File: config.mk
export PLATFORM = sky130hd
export DESIGN_NAME = checksummed_packet_deframer
export DESIGN_NICKNAME = d
export VERILOG_FILES = /design/src/rtl/cpd_pkg.sv /design/src/rtl/checksummed_packet_deframer.sv /design/src/rtl/cpd_ctrl.sv /design/src/rtl/cpd_dp.sv
export SDC_FILE = /design/constraint.sdc
export NUM_CORES = 1
export LEC_CHECK = 0
export BUFFER_PORTS_ARGS = -buffer_cell sky130_fd_sc_hd__buf_2
export CAP_MARGIN = 20
export CORE_ASPECT_RATIO = 2
export CORE_MARGIN = 2
export CORE_UTILIZATION = 67
export CTS_CLUSTER_DIAMETER = 60
export DETAILED_ROUTE_END_ITERATION = 16
export GPL_TIMING_DRIVEN = 0
export PLACE_DENSITY = 0.89
export SYNTH_ARGS = -nofsm -noshare
export SYNTH_HDL_FRONTEND = slang
export SYNTH_HIERARCHICAL = 1
export SYNTH_SLANG_ARGS = --single-unit
File: constraint.sdc
create_clock -name clk -period 5.84 [get_ports clk]
set_input_delay 0.584 -clock clk [delete_from_list [all_inputs] [get_ports clk]]
set_output_delay 0.584 -clock clk [all_outputs]
set_load 0.03 [all_outputs]
File: src/rtl/cpd_pkg.sv
// ----------------------------------------------------------------------------
// cpd_pkg
// Shared types and constants of the checksummed packet deframer.
// ----------------------------------------------------------------------------
`default_nettype none

package cpd_pkg;

	localparam int ByteW  = 8;
	localparam int TypeW  = 16;
	localparam int LenW   = 6;
	localparam int CfgIdxW = 1;

	// register indexes of the configuration port
	localparam logic [CfgIdxW-1:0] REG_HEADER = 1'b0;
	localparam logic [CfgIdxW-1:0] REG_FOOTER = 1'b1;

	localparam logic [ByteW-1:0] HeaderReset = 8'hAA;
	localparam logic [ByteW-1:0] FooterReset = 8'h55;

	typedef enum logic [2:0] {
		ST_HEADER,
		ST_LENGTH,
		ST_TYPE,
		ST_DATA,
		ST_CHECK,
		ST_FOOTER,
		ST_DRAIN
	} state_t;

	// controller -> datapath
	typedef struct packed {
		logic ld_len;       // length byte accepted and in range
		logic step_type;    // type byte accepted
		logic step_data;    // payload byte accepted
		logic start_drain;  // good footer, deliver the frame
	} cmd_t;

	// datapath -> controller
	typedef struct packed {
		logic is_header;
		logic len_ok;
		logic type_done;
		logic len_zero;
		logic data_done;
		logic sum_ok;
		logic footer_ok;
		logic drain_done;
	} sts_t;

endpackage

`default_nettype wire

File: src/rtl/checksummed_packet_deframer.sv
// ----------------------------------------------------------------------------
// checksummed_packet_deframer
// Byte stream in, frames out: header, length, type (2 bytes, big endian),
// payload, 8-bit additive checksum, footer.
//
// Usage:
//  - s_* takes one received byte per transaction. Outside a drain it is
//    ready every cycle; a frame of n payload bytes is n+6 input bytes.
//  - A frame with a bad length, checksum or footer is dropped silently and
//    the parser goes back to searching for the header byte.
//  - After a good footer, s_tready drops for the drain: max(n,1) payload
//    memory reads, one per cycle while m_tready keeps results moving.
//    Results pass the memory read stage, then the output register, to m_*.
//  - An empty frame gives one result with has_payload low and tlast high.
//  - If m_tready is low, the read stage and output register fill and the
//    drain pauses; once the drain has issued its last read, input is taken
//    again even if results still wait.
//  - cfg_* writes header/footer bytes; write only between frames.
//  - arst_n clears the parser to header search and drops m_tvalid; the
//    payload memory is not cleared.
// ----------------------------------------------------------------------------
`default_nettype none

module checksummed_packet_deframer
	import cpd_pkg::*;
#(
	parameter int MAX_LEN = 64
) (
	input  wire logic               clk,
	input  wire logic               arst_n,
	input  wire logic               cfg_we,
	input  wire logic [CfgIdxW-1:0] cfg_index,
	input  wire logic [ByteW-1:0]   cfg_data,
	input  wire logic               s_tvalid,
	output logic                    s_tready,
	input  wire logic [7:0]         s_tdata,   // rx_byte
	output logic                    m_tvalid,
	input  wire logic               m_tready,
	// packet_type[15:0], payload_length[21:16], payload_byte[29:22],
	// byte_index[35:30], zero[39:36]
	output logic [39:0]             m_tdata,
	output logic                    m_tuser,   // has_payload
	output logic                    m_tlast
);

	cmd_t             cmd;
	sts_t             sts;
	logic [TypeW-1:0] out_type;
	logic [LenW-1:0]  out_len, out_idx;
	logic [ByteW-1:0] out_byte;

	cpd_ctrl u_ctrl (
		.clk      (clk),
		.arst_n   (arst_n),
		.s_tvalid (s_tvalid),
		.s_tready (s_tready),
		.sts      (sts),
		.cmd      (cmd)
	);

	cpd_dp #(
		.MAX_LEN (MAX_LEN)
	) u_dp (
		.clk       (clk),
		.arst_n    (arst_n),
		.cfg_we    (cfg_we),
		.cfg_index (cfg_index),
		.cfg_data  (cfg_data),
		.rx_byte   (s_tdata),
		.cmd       (cmd),
		.sts       (sts),
		.m_tvalid  (m_tvalid),
		.m_tready  (m_tready),
		.out_type  (out_type),
		.out_len   (out_len),
		.out_byte  (out_byte),
		.out_idx   (out_idx),
		.out_has   (m_tuser),
		.out_last  (m_tlast)
	);

	assign m_tdata = {4'b0000, out_idx, out_byte, out_len, out_type};

endmodule

`default_nettype wire

File: src/rtl/cpd_ctrl.sv
// ----------------------------------------------------------------------------
// cpd_ctrl
// Frame parser state machine: walks header, length, type, payload, checksum
// and footer, then holds the input off while the datapath drains the frame.
// ----------------------------------------------------------------------------
`default_nettype none

module cpd_ctrl
	import cpd_pkg::*;
(
	input  wire logic clk,
	input  wire logic arst_n,
	input  wire logic s_tvalid,
	output logic      s_tready,
	input  wire sts_t sts,
	output cmd_t      cmd
);

	state_t state_q, state_d;
	logic   acc;

	always_ff @(posedge clk or negedge arst_n) begin
		if (!arst_n) begin
			state_q <= ST_HEADER;
		end else begin
			state_q <= state_d;
		end
	end

	always_comb begin
		state_d  = state_q;
		cmd      = '0;
		s_tready = (state_q != ST_DRAIN);
		acc      = s_tvalid && s_tready;
		case (state_q)
			ST_LENGTH: begin
				if (acc) begin
					if (sts.len_ok) begin
						cmd.ld_len = 1'b1;
						state_d    = ST_TYPE;
					end else begin
						state_d = ST_HEADER;
					end
				end
			end
			ST_TYPE: begin
				if (acc) begin
					cmd.step_type = 1'b1;
					if (sts.type_done) begin
						state_d = sts.len_zero ? ST_CHECK : ST_DATA;
					end
				end
			end
			ST_DATA: begin
				if (acc) begin
					cmd.step_data = 1'b1;
					if (sts.data_done) begin
						state_d = ST_CHECK;
					end
				end
			end
			ST_CHECK: begin
				if (acc) begin
					state_d = sts.sum_ok ? ST_FOOTER : ST_HEADER;
				end
			end
			ST_FOOTER: begin
				if (acc) begin
					if (sts.footer_ok) begin
						cmd.start_drain = 1'b1;
						state_d         = ST_DRAIN;
					end else begin
						state_d = ST_HEADER;
					end
				end
			end
			ST_DRAIN: begin
				if (sts.drain_done) begin
					state_d = ST_HEADER;
				end
			end
			default: begin
				// header search, also taken by unused codes
				if (acc) begin
					state_d = sts.is_header ? ST_LENGTH : ST_HEADER;
				end
			end
		endcase
	end

endmodule

`default_nettype wire

File: src/rtl/cpd_dp.sv
// ----------------------------------------------------------------------------
// cpd_dp
// Deframer datapath: config registers, length/type/checksum registers,
// payload memory and the drain pipeline (read stage, output register).
// ----------------------------------------------------------------------------
`default_nettype none

module cpd_dp
	import cpd_pkg::*;
#(
	parameter int MAX_LEN = 64
) (
	input  wire logic               clk,
	input  wire logic               arst_n,
	input  wire logic               cfg_we,
	input  wire logic [CfgIdxW-1:0] cfg_index,
	input  wire logic [ByteW-1:0]   cfg_data,
	input  wire logic [ByteW-1:0]   rx_byte,
	input  wire cmd_t               cmd,
	output sts_t                    sts,
	output logic                    m_tvalid,
	input  wire logic               m_tready,
	output logic [TypeW-1:0]        out_type,
	output logic [LenW-1:0]         out_len,
	output logic [ByteW-1:0]        out_byte,
	output logic [LenW-1:0]         out_idx,
	output logic                    out_has,
	output logic                    out_last
);

	localparam int AW = $clog2(MAX_LEN);

	logic [ByteW-1:0] hdr_q, ftr_q;
	logic [LenW-1:0]  len_q, cnt_q, rd_q;
	logic [TypeW-1:0] type_q;
	logic [ByteW-1:0] sum_q;
	logic             draining_q;

	logic [ByteW-1:0] mem_q [MAX_LEN];
	logic [ByteW-1:0] rdata_q;

	// read stage
	logic             valid_s1;
	logic [TypeW-1:0] type_s1;
	logic [LenW-1:0]  len_s1, idx_s1;
	logic             has_s1, last_s1;

	logic out_load, slot_free, issue, last_issue, len_zero;

	assign len_zero   = (len_q == '0);
	assign out_load   = valid_s1 && (!m_tvalid || m_tready);
	assign slot_free  = !valid_s1 || out_load;
	assign issue      = draining_q && slot_free;
	assign last_issue = len_zero || (LenW'(rd_q + 1'b1) == len_q);

	always_comb begin
		sts.is_header  = (rx_byte == hdr_q);
		sts.len_ok     = ({1'b0, rx_byte} < 9'(MAX_LEN));
		sts.type_done  = (cnt_q == LenW'(1));
		sts.len_zero   = len_zero;
		sts.data_done  = (LenW'(cnt_q + 1'b1) == len_q);
		sts.sum_ok     = (rx_byte == sum_q);
		sts.footer_ok  = (rx_byte == ftr_q);
		sts.drain_done = issue && last_issue;
	end

	always_ff @(posedge clk or negedge arst_n) begin
		if (!arst_n) begin
			hdr_q <= HeaderReset;
			ftr_q <= FooterReset;
		end else if (cfg_we) begin
			case (cfg_index)
				REG_HEADER: hdr_q <= cfg_data;
				REG_FOOTER: ftr_q <= cfg_data;
				default: ;
			endcase
		end
	end

	always_ff @(posedge clk or negedge arst_n) begin
		if (!arst_n) begin
			len_q  <= '0;
			cnt_q  <= '0;
			type_q <= '0;
			sum_q  <= '0;
		end else begin
			if (cmd.ld_len) begin
				len_q  <= rx_byte[LenW-1:0];
				cnt_q  <= LenW'(2);
				type_q <= '0;
				sum_q  <= rx_byte;
			end
			if (cmd.step_type) begin
				sum_q  <= sum_q + rx_byte;
				type_q <= {type_q[ByteW-1:0], rx_byte};
				cnt_q  <= LenW'(cnt_q - 1'b1);
			end
			if (cmd.step_data) begin
				sum_q <= sum_q + rx_byte;
				cnt_q <= LenW'(cnt_q + 1'b1);
			end
		end
	end

	// payload memory: one write port, one registered read port
	always_ff @(posedge clk) begin
		if (cmd.step_data) begin
			mem_q[cnt_q[AW-1:0]] <= rx_byte;
		end
		if (issue) begin
			rdata_q <= mem_q[rd_q[AW-1:0]];
		end
	end

	always_ff @(posedge clk or negedge arst_n) begin
		if (!arst_n) begin
			draining_q <= 1'b0;
			rd_q       <= '0;
		end else if (cmd.start_drain) begin
			draining_q <= 1'b1;
			rd_q       <= '0;
		end else if (issue) begin
			rd_q <= LenW'(rd_q + 1'b1);
			if (last_issue) begin
				draining_q <= 1'b0;
			end
		end
	end

	// type and length travel with each result so the next frame can load
	// its own while results still wait downstream
	always_ff @(posedge clk or negedge arst_n) begin
		if (!arst_n) begin
			valid_s1 <= 1'b0;
		end else if (issue) begin
			valid_s1 <= 1'b1;
		end else if (out_load) begin
			valid_s1 <= 1'b0;
		end
	end

	always_ff @(posedge clk) begin
		if (issue) begin
			type_s1 <= type_q;
			len_s1  <= len_q;
			idx_s1  <= rd_q;
			has_s1  <= !len_zero;
			last_s1 <= last_issue;
		end
	end

	always_ff @(posedge clk or negedge arst_n) begin
		if (!arst_n) begin
			m_tvalid <= 1'b0;
		end else if (out_load) begin
			m_tvalid <= 1'b1;
		end else if (m_tready) begin
			m_tvalid <= 1'b0;
		end
	end

	always_ff @(posedge clk) begin
		if (out_load) begin
			out_type <= type_s1;
			out_len  <= len_s1;
			out_byte <= has_s1 ? rdata_q : '0;
			out_idx  <= idx_s1;
			out_has  <= has_s1;
			out_last <= last_s1;
		end
	end

	a_drain_ends: assert property (@(posedge clk) disable iff (!arst_n)
		sts.drain_done |=> !draining_q)
		else $error("drain still active after last read");

	a_no_write_in_drain: assert property (@(posedge clk) disable iff (!arst_n)
		cmd.step_data |-> !draining_q)
		else $error("payload written while draining");

	a_read_in_range: assert property (@(posedge clk) disable iff (!arst_n)
		issue |-> (len_zero || rd_q < len_q))
		else $error("drain read beyond frame length");

	a_slot_free: assert property (@(posedge clk) disable iff (!arst_n)
		(valid_s1 && m_tvalid && !m_tready) |-> !issue)
		else $error("read issued into a full stage");

endmodule

`default_nettype wire
Yosys cells after proc, flatten, opt, wreduce, memory -nomap -nowiden
Memory sizes are Yosys's and may differ from the RTL's. A register that Yosys moved wholly into a read port is not among the register bits. Index checks and enable logic that the tools add are counted.

Flip-flop bits (word level): 132. Memory bits (writable): 512. Output and inout port bits: 44. Word-level logic and storage cells: 115. Memories kept: 1.

Memory list: u_dp.mem_q (depth 64, bits a word 8, rd ports 1, clocked after memory_dff 1, write ports 1, line cpd_dp.sv:39) `logic [ByteW-1:0] mem_q [MAX_LEN];`.

$add $sub $neg: 4. Magnitude comparators: 1. Eq/ne operators: 21. Multiplexer cells: 43. Bitwise gates (word level): 1. Reductions and logical operators: 22.

Operator list (count): $mux 3 (12); $mux 16 (2); $mux 6 (5); $eq 8x8->1 (3); $mux 8 (3); $mux 1 (19); $pmux 3 s6 (1); $add 6x1->6 const B (2); $eq 6x6->1 (2); $reduce_bool 2->1 (6); $ne 2x1->1 const B (5); $eq 3x3->1 const B (3); $reduce_and 9->1 (1); $add 8x8->8 (1); $lt 8x7->1 const B (1); $eq 3x2->1 const B (2); $eq 6x1->1 const B (1); $logic_not 6->1 (1); $ne 2x2->1 const B (3); $reduce_and 2->1 (3); $sub 6x1->6 const B (1); $logic_and 1x1->1 (4); $eq 3x1->1 const B (1); $logic_not 1->1 (3); other kinds (5) (7).

Longest topological paths before layout
Depth in word-level cells: 8. Depth in mapped cells: 13. Mapped depth without buffers: 11.

Modules after synthesis
Netlist, hierarchy kept.

By module, submodules not included: cpd_dp (times used 1, cells each 1305, area an instance 25567.0 um^2); cpd_ctrl (times used 1, cells each 38, area an instance 344.1 um^2); checksummed_packet_deframer (times used 1, cells each 5, area an instance 33.8 um^2).

Worst setup path after synthesis
OpenSTA, ideal clock, no wires.

Kind: reg2reg. Start: register u_dp.m_tvalid. End: register u_ctrl.state_q[0]. Library setup time: 125 ps. Arrival time: 3880 ps. Required time: 5715 ps. Path slack: 1834 ps. Stages on the path, launching flop included: 9. Path buffers: 0. Clock period less this slack: 4006 ps. Cell sequence: dfrtp_1 nor2b_1 a21boi_1 nand2_1 inv_1 nor2_1 a21o_1 a22o_4 mux2_4.

RTL lines: from (decl) (line cpd_dp.sv:21) `output logic m_tvalid,`; from (signal assigned) (line cpd_dp.sv:154) `m_tvalid <= 1'b0;`; from (signal assigned) (line cpd_dp.sv:156) `m_tvalid <= 1'b1;`; from (signal assigned) (line cpd_dp.sv:158) `m_tvalid <= 1'b0;`; to (signal assigned) (line cpd_ctrl.sv:26) `state_q <= state_d;`; to (decl) (line cpd_ctrl.sv:19) `state_t state_q, state_d;`.

==> impl_metrics.toml <==
[logic_synthesis]
synthesis.area_um2 = 25940
synth_area_leaders = "edfxtp_1 68%, mux4_2 13%, dfrtp_1 5.4%"
async_flop_share_pct = 9.816
synth_edf_count = 588
synth_seq_area_share_pct = 74.27
yosysWarnings = 6
netlist.area_leader.share_pct = 68.06
avgSynthCellArea_um2 = 19.25
yosysUniqueCellTypes = 54
synth_top_area_cell = "edfxtp_1"
syn_inst = 1348
synthFlopType = "edfxtp_1"
synth_seq_cells = 652

[finish]
register_area_um2 = 19270
nets = 1514
final_cell_mix = "588 x edfxtp_1, 144 x mux4_2, 93 x nor2_1, 72 x buf_2, 56 x dfrtp_1"
n_fill_cell = 1907
drive_above_1_share_pct = 25.18
final_common_cell = "edfxtp_1"
area_growth_pct = 11.94
multi_input_area_um2 = 6289
n_antenna_cell = 0

[run]
maxCapViolCount = 0

[clocking]
postCtsHoldBufs = 0
cts_tree = "done"
cts_max_level = 2
cts_resized = 0
cts.sinks = 652
cts_buffers = 53
root_buffer = "clkbuf_16"
cts_buffer_depth = 3
clkLatencyLatePin_ns = 0.60
path_clk_slew_ns = 0.07
post-cts-setup-buffers = 0

[timing]
tns_ns = 0
hold_viol_final = 0
slew_violations = 0
setup_viol = 0
period_share_pct = 60.65
fin_skew_ns = 0.01815
rsz0062_at_grt = "no"
worstMarginPinSlew_ns = 1.085
fin_crit_ns = 3.542
holdWs_ns = 0.004446
slew_headroom_pct = 27.43
clock.fmax_mhz = 282.3

[status]
status = "completed"

[floorplanning]
io_pins = 66
die_w_um = 143.1
start_util_pct = 67.54
die_h_um = 282.3
dieArea_um2 = 40410
core-area_um2 = 38410
rows = 102

[route]
wirelength_mm = 65.32
routed-via-count = 14250
vias_per_cell = 6.970
dr.pass1.iters = 8
drt_iter0_markers = 1963
final_antenna_net_count = 0
routedWlPerCell_um = 31.94
drc_errors = 0

[global_routing]
antenna_found_initial = 0
grt_pass1_wl_mm = 96.11
grt.total_usage_pct = 33.62
grt_max_degree = 71
grt_pass1_vias = 14450
overflow = 0

[placed_design]
hpwlAfterDp_mm = 39.02
numPortBuffers = 61
place.gp.congestion = 0.9173

[hold_path]
holdCritPathClass = "input port to async pin"

[critical_path]
crit_path_end_kind = "flip-flop"
crit_arrival_ns = 3.86
rr_worst_depth = 7
critPathMaxFanout = 10
start_kind = "flip-flop"
worstSetupPathType = "flip-flop to flip-flop"
cp-startpoint = "u_dp/rd_q[1]$_DFFE_PN0P_"
reg2reg_from = "u_dp/rd_q[1]$_DFFE_PN0P_"
rr_endpoint = "u_dp/rdata_q[7]$_DFFE_PP_"
rrSetupSlack_ns = 2.30
required_ns = 6.15

[power]
irDropWorstVdd_mv = 0.4050
leakagePower_nw = 9.394
powerDensity_nw_per_um2 = 365.2
[flip-flops by register name (all words and copies together) (netlist names), 16 cells and up]
name	cells
u_dp/out_type	16
u_dp/type_s1	16
u_dp/type_q	16
u_dp/mem_q	512
[critical path: stages, from the launching register on]
cell      delay (ns)
dfrtp_1         0.39
clkbuf_1        0.23
buf_2           0.40
buf_1           0.81
mux4_2          0.45
mux4_2          0.53
a22oi_1         0.28
nand2_1         0.17
[power breakdown]
part	internal, mW	switching (mW)	total [mW]
clock network	2.18	1.63	3.81
registers	5.24	0.140	5.38
logic	0.591	0.825	1.42
[kinds of logic after synthesis]
| group | after synthesis | share of synthesized area [%] |
|---|---|---|
| muxes | 190 | 14.46 |
| AOI/OAI and AO/OA | 112 | 2.860 |
| other | 1 | 0.01445 |
| xor gates and xnor gates | 46 | 1.553 |
| and+or+nand+nor | 241 | 4.557 |
| DFF | 652 | 74.27 |
| adders and majority gates | 12 | 0.6076 |
| buffers and inverters | 94 | 1.678 |
[per-layer routing]
layer	track usage (%)	share of wire, %	up-vias	wire length, µm
met3	5.756	9.8	274	6371
met4	16.68	6.4	0	4194
li1	-	-	5642	-
met1	41.16	32	7180	20620
met2	58.07	52	1158	34130
met5	0	0	-	0
[cell usage after synthesis (3+ instances only)]
master	number
mux2_4	3
o21ai_0	31
nand3b_1	3
xnor2_1	34
a21o_1	5
nand2b_1	10
o31ai_1	5
nor3b_1	8
buf_4	8
a22o_1	10
nor3_1	18
buf_6	5
edfxtp_1	588
a21oi_1	12
nand2_1	42
o221ai_1	5
ha_1	11
a31oi_1	5
mux2i_1	16
clkbuf_1	42
nor2_1	93
or2_2	6
a211oi_1	12
buf_2	12
o22ai_1	13
inv_1	16
a22oi_1	8
xor2_1	12
nand3_1	12
dfrtp_1	56
nor2b_1	15
mux4_2	144
nor4_1	5
and2_1	8
buf_1	11
nand4_1	9
mux2_2	27
dfstp_2	8
[area by class of cell]
class                   instances  area share (%)
clock buffers                  61           4.851
inverters                      16          0.2068
repair buffers                 74           1.822
clock inverters                39           1.590
well taps                     520           2.240
multi-input cells             605           21.65
flip-flops and latches        652           66.34
plain buffers                  78           1.292
[metrics by stage]
step | instance area, µm² | worst slack, ns | instances | util [%] | total power [mW]
after floorplan | 25960 | 1.834 | 1351 | - | 6.399
after global placement | 26910 | 0.9842 | 1932 | 70.06 | 6.690
after detailed placement | 27140 | 2.019 | 1943 | 70.65 | 6.804
after CTS | 29010 | 2.332 | 2043 | 75.52 | 10.60
after global routing | 29040 | 2.303 | 2045 | 75.60 | 10.88
final | 29040 | 2.298 | 2045 | 75.60 | 10.61
[worst max path at each step]
stage,endpoint,slack [ns],cells after the start
final,u_dp/rdata_q[7]$_DFFE_PP_,2.30,7
after global routing,u_ctrl/state_q[1]$_DFFE_PN0P_,2.30,12
after global placement,u_ctrl/state_q[0]$_DFFE_PN0P_,0.98,9
after floorplan,u_ctrl/state_q[0]$_DFFE_PN0P_,1.83,8
after detailed placement,u_dp/rd_q[0]$_DFFE_PN0P_,2.02,8
after CTS,u_dp/mem_q[12][6]$_DFFE_PP_,2.33,6
Note: power is estimated with default switching activity, not from simulation.
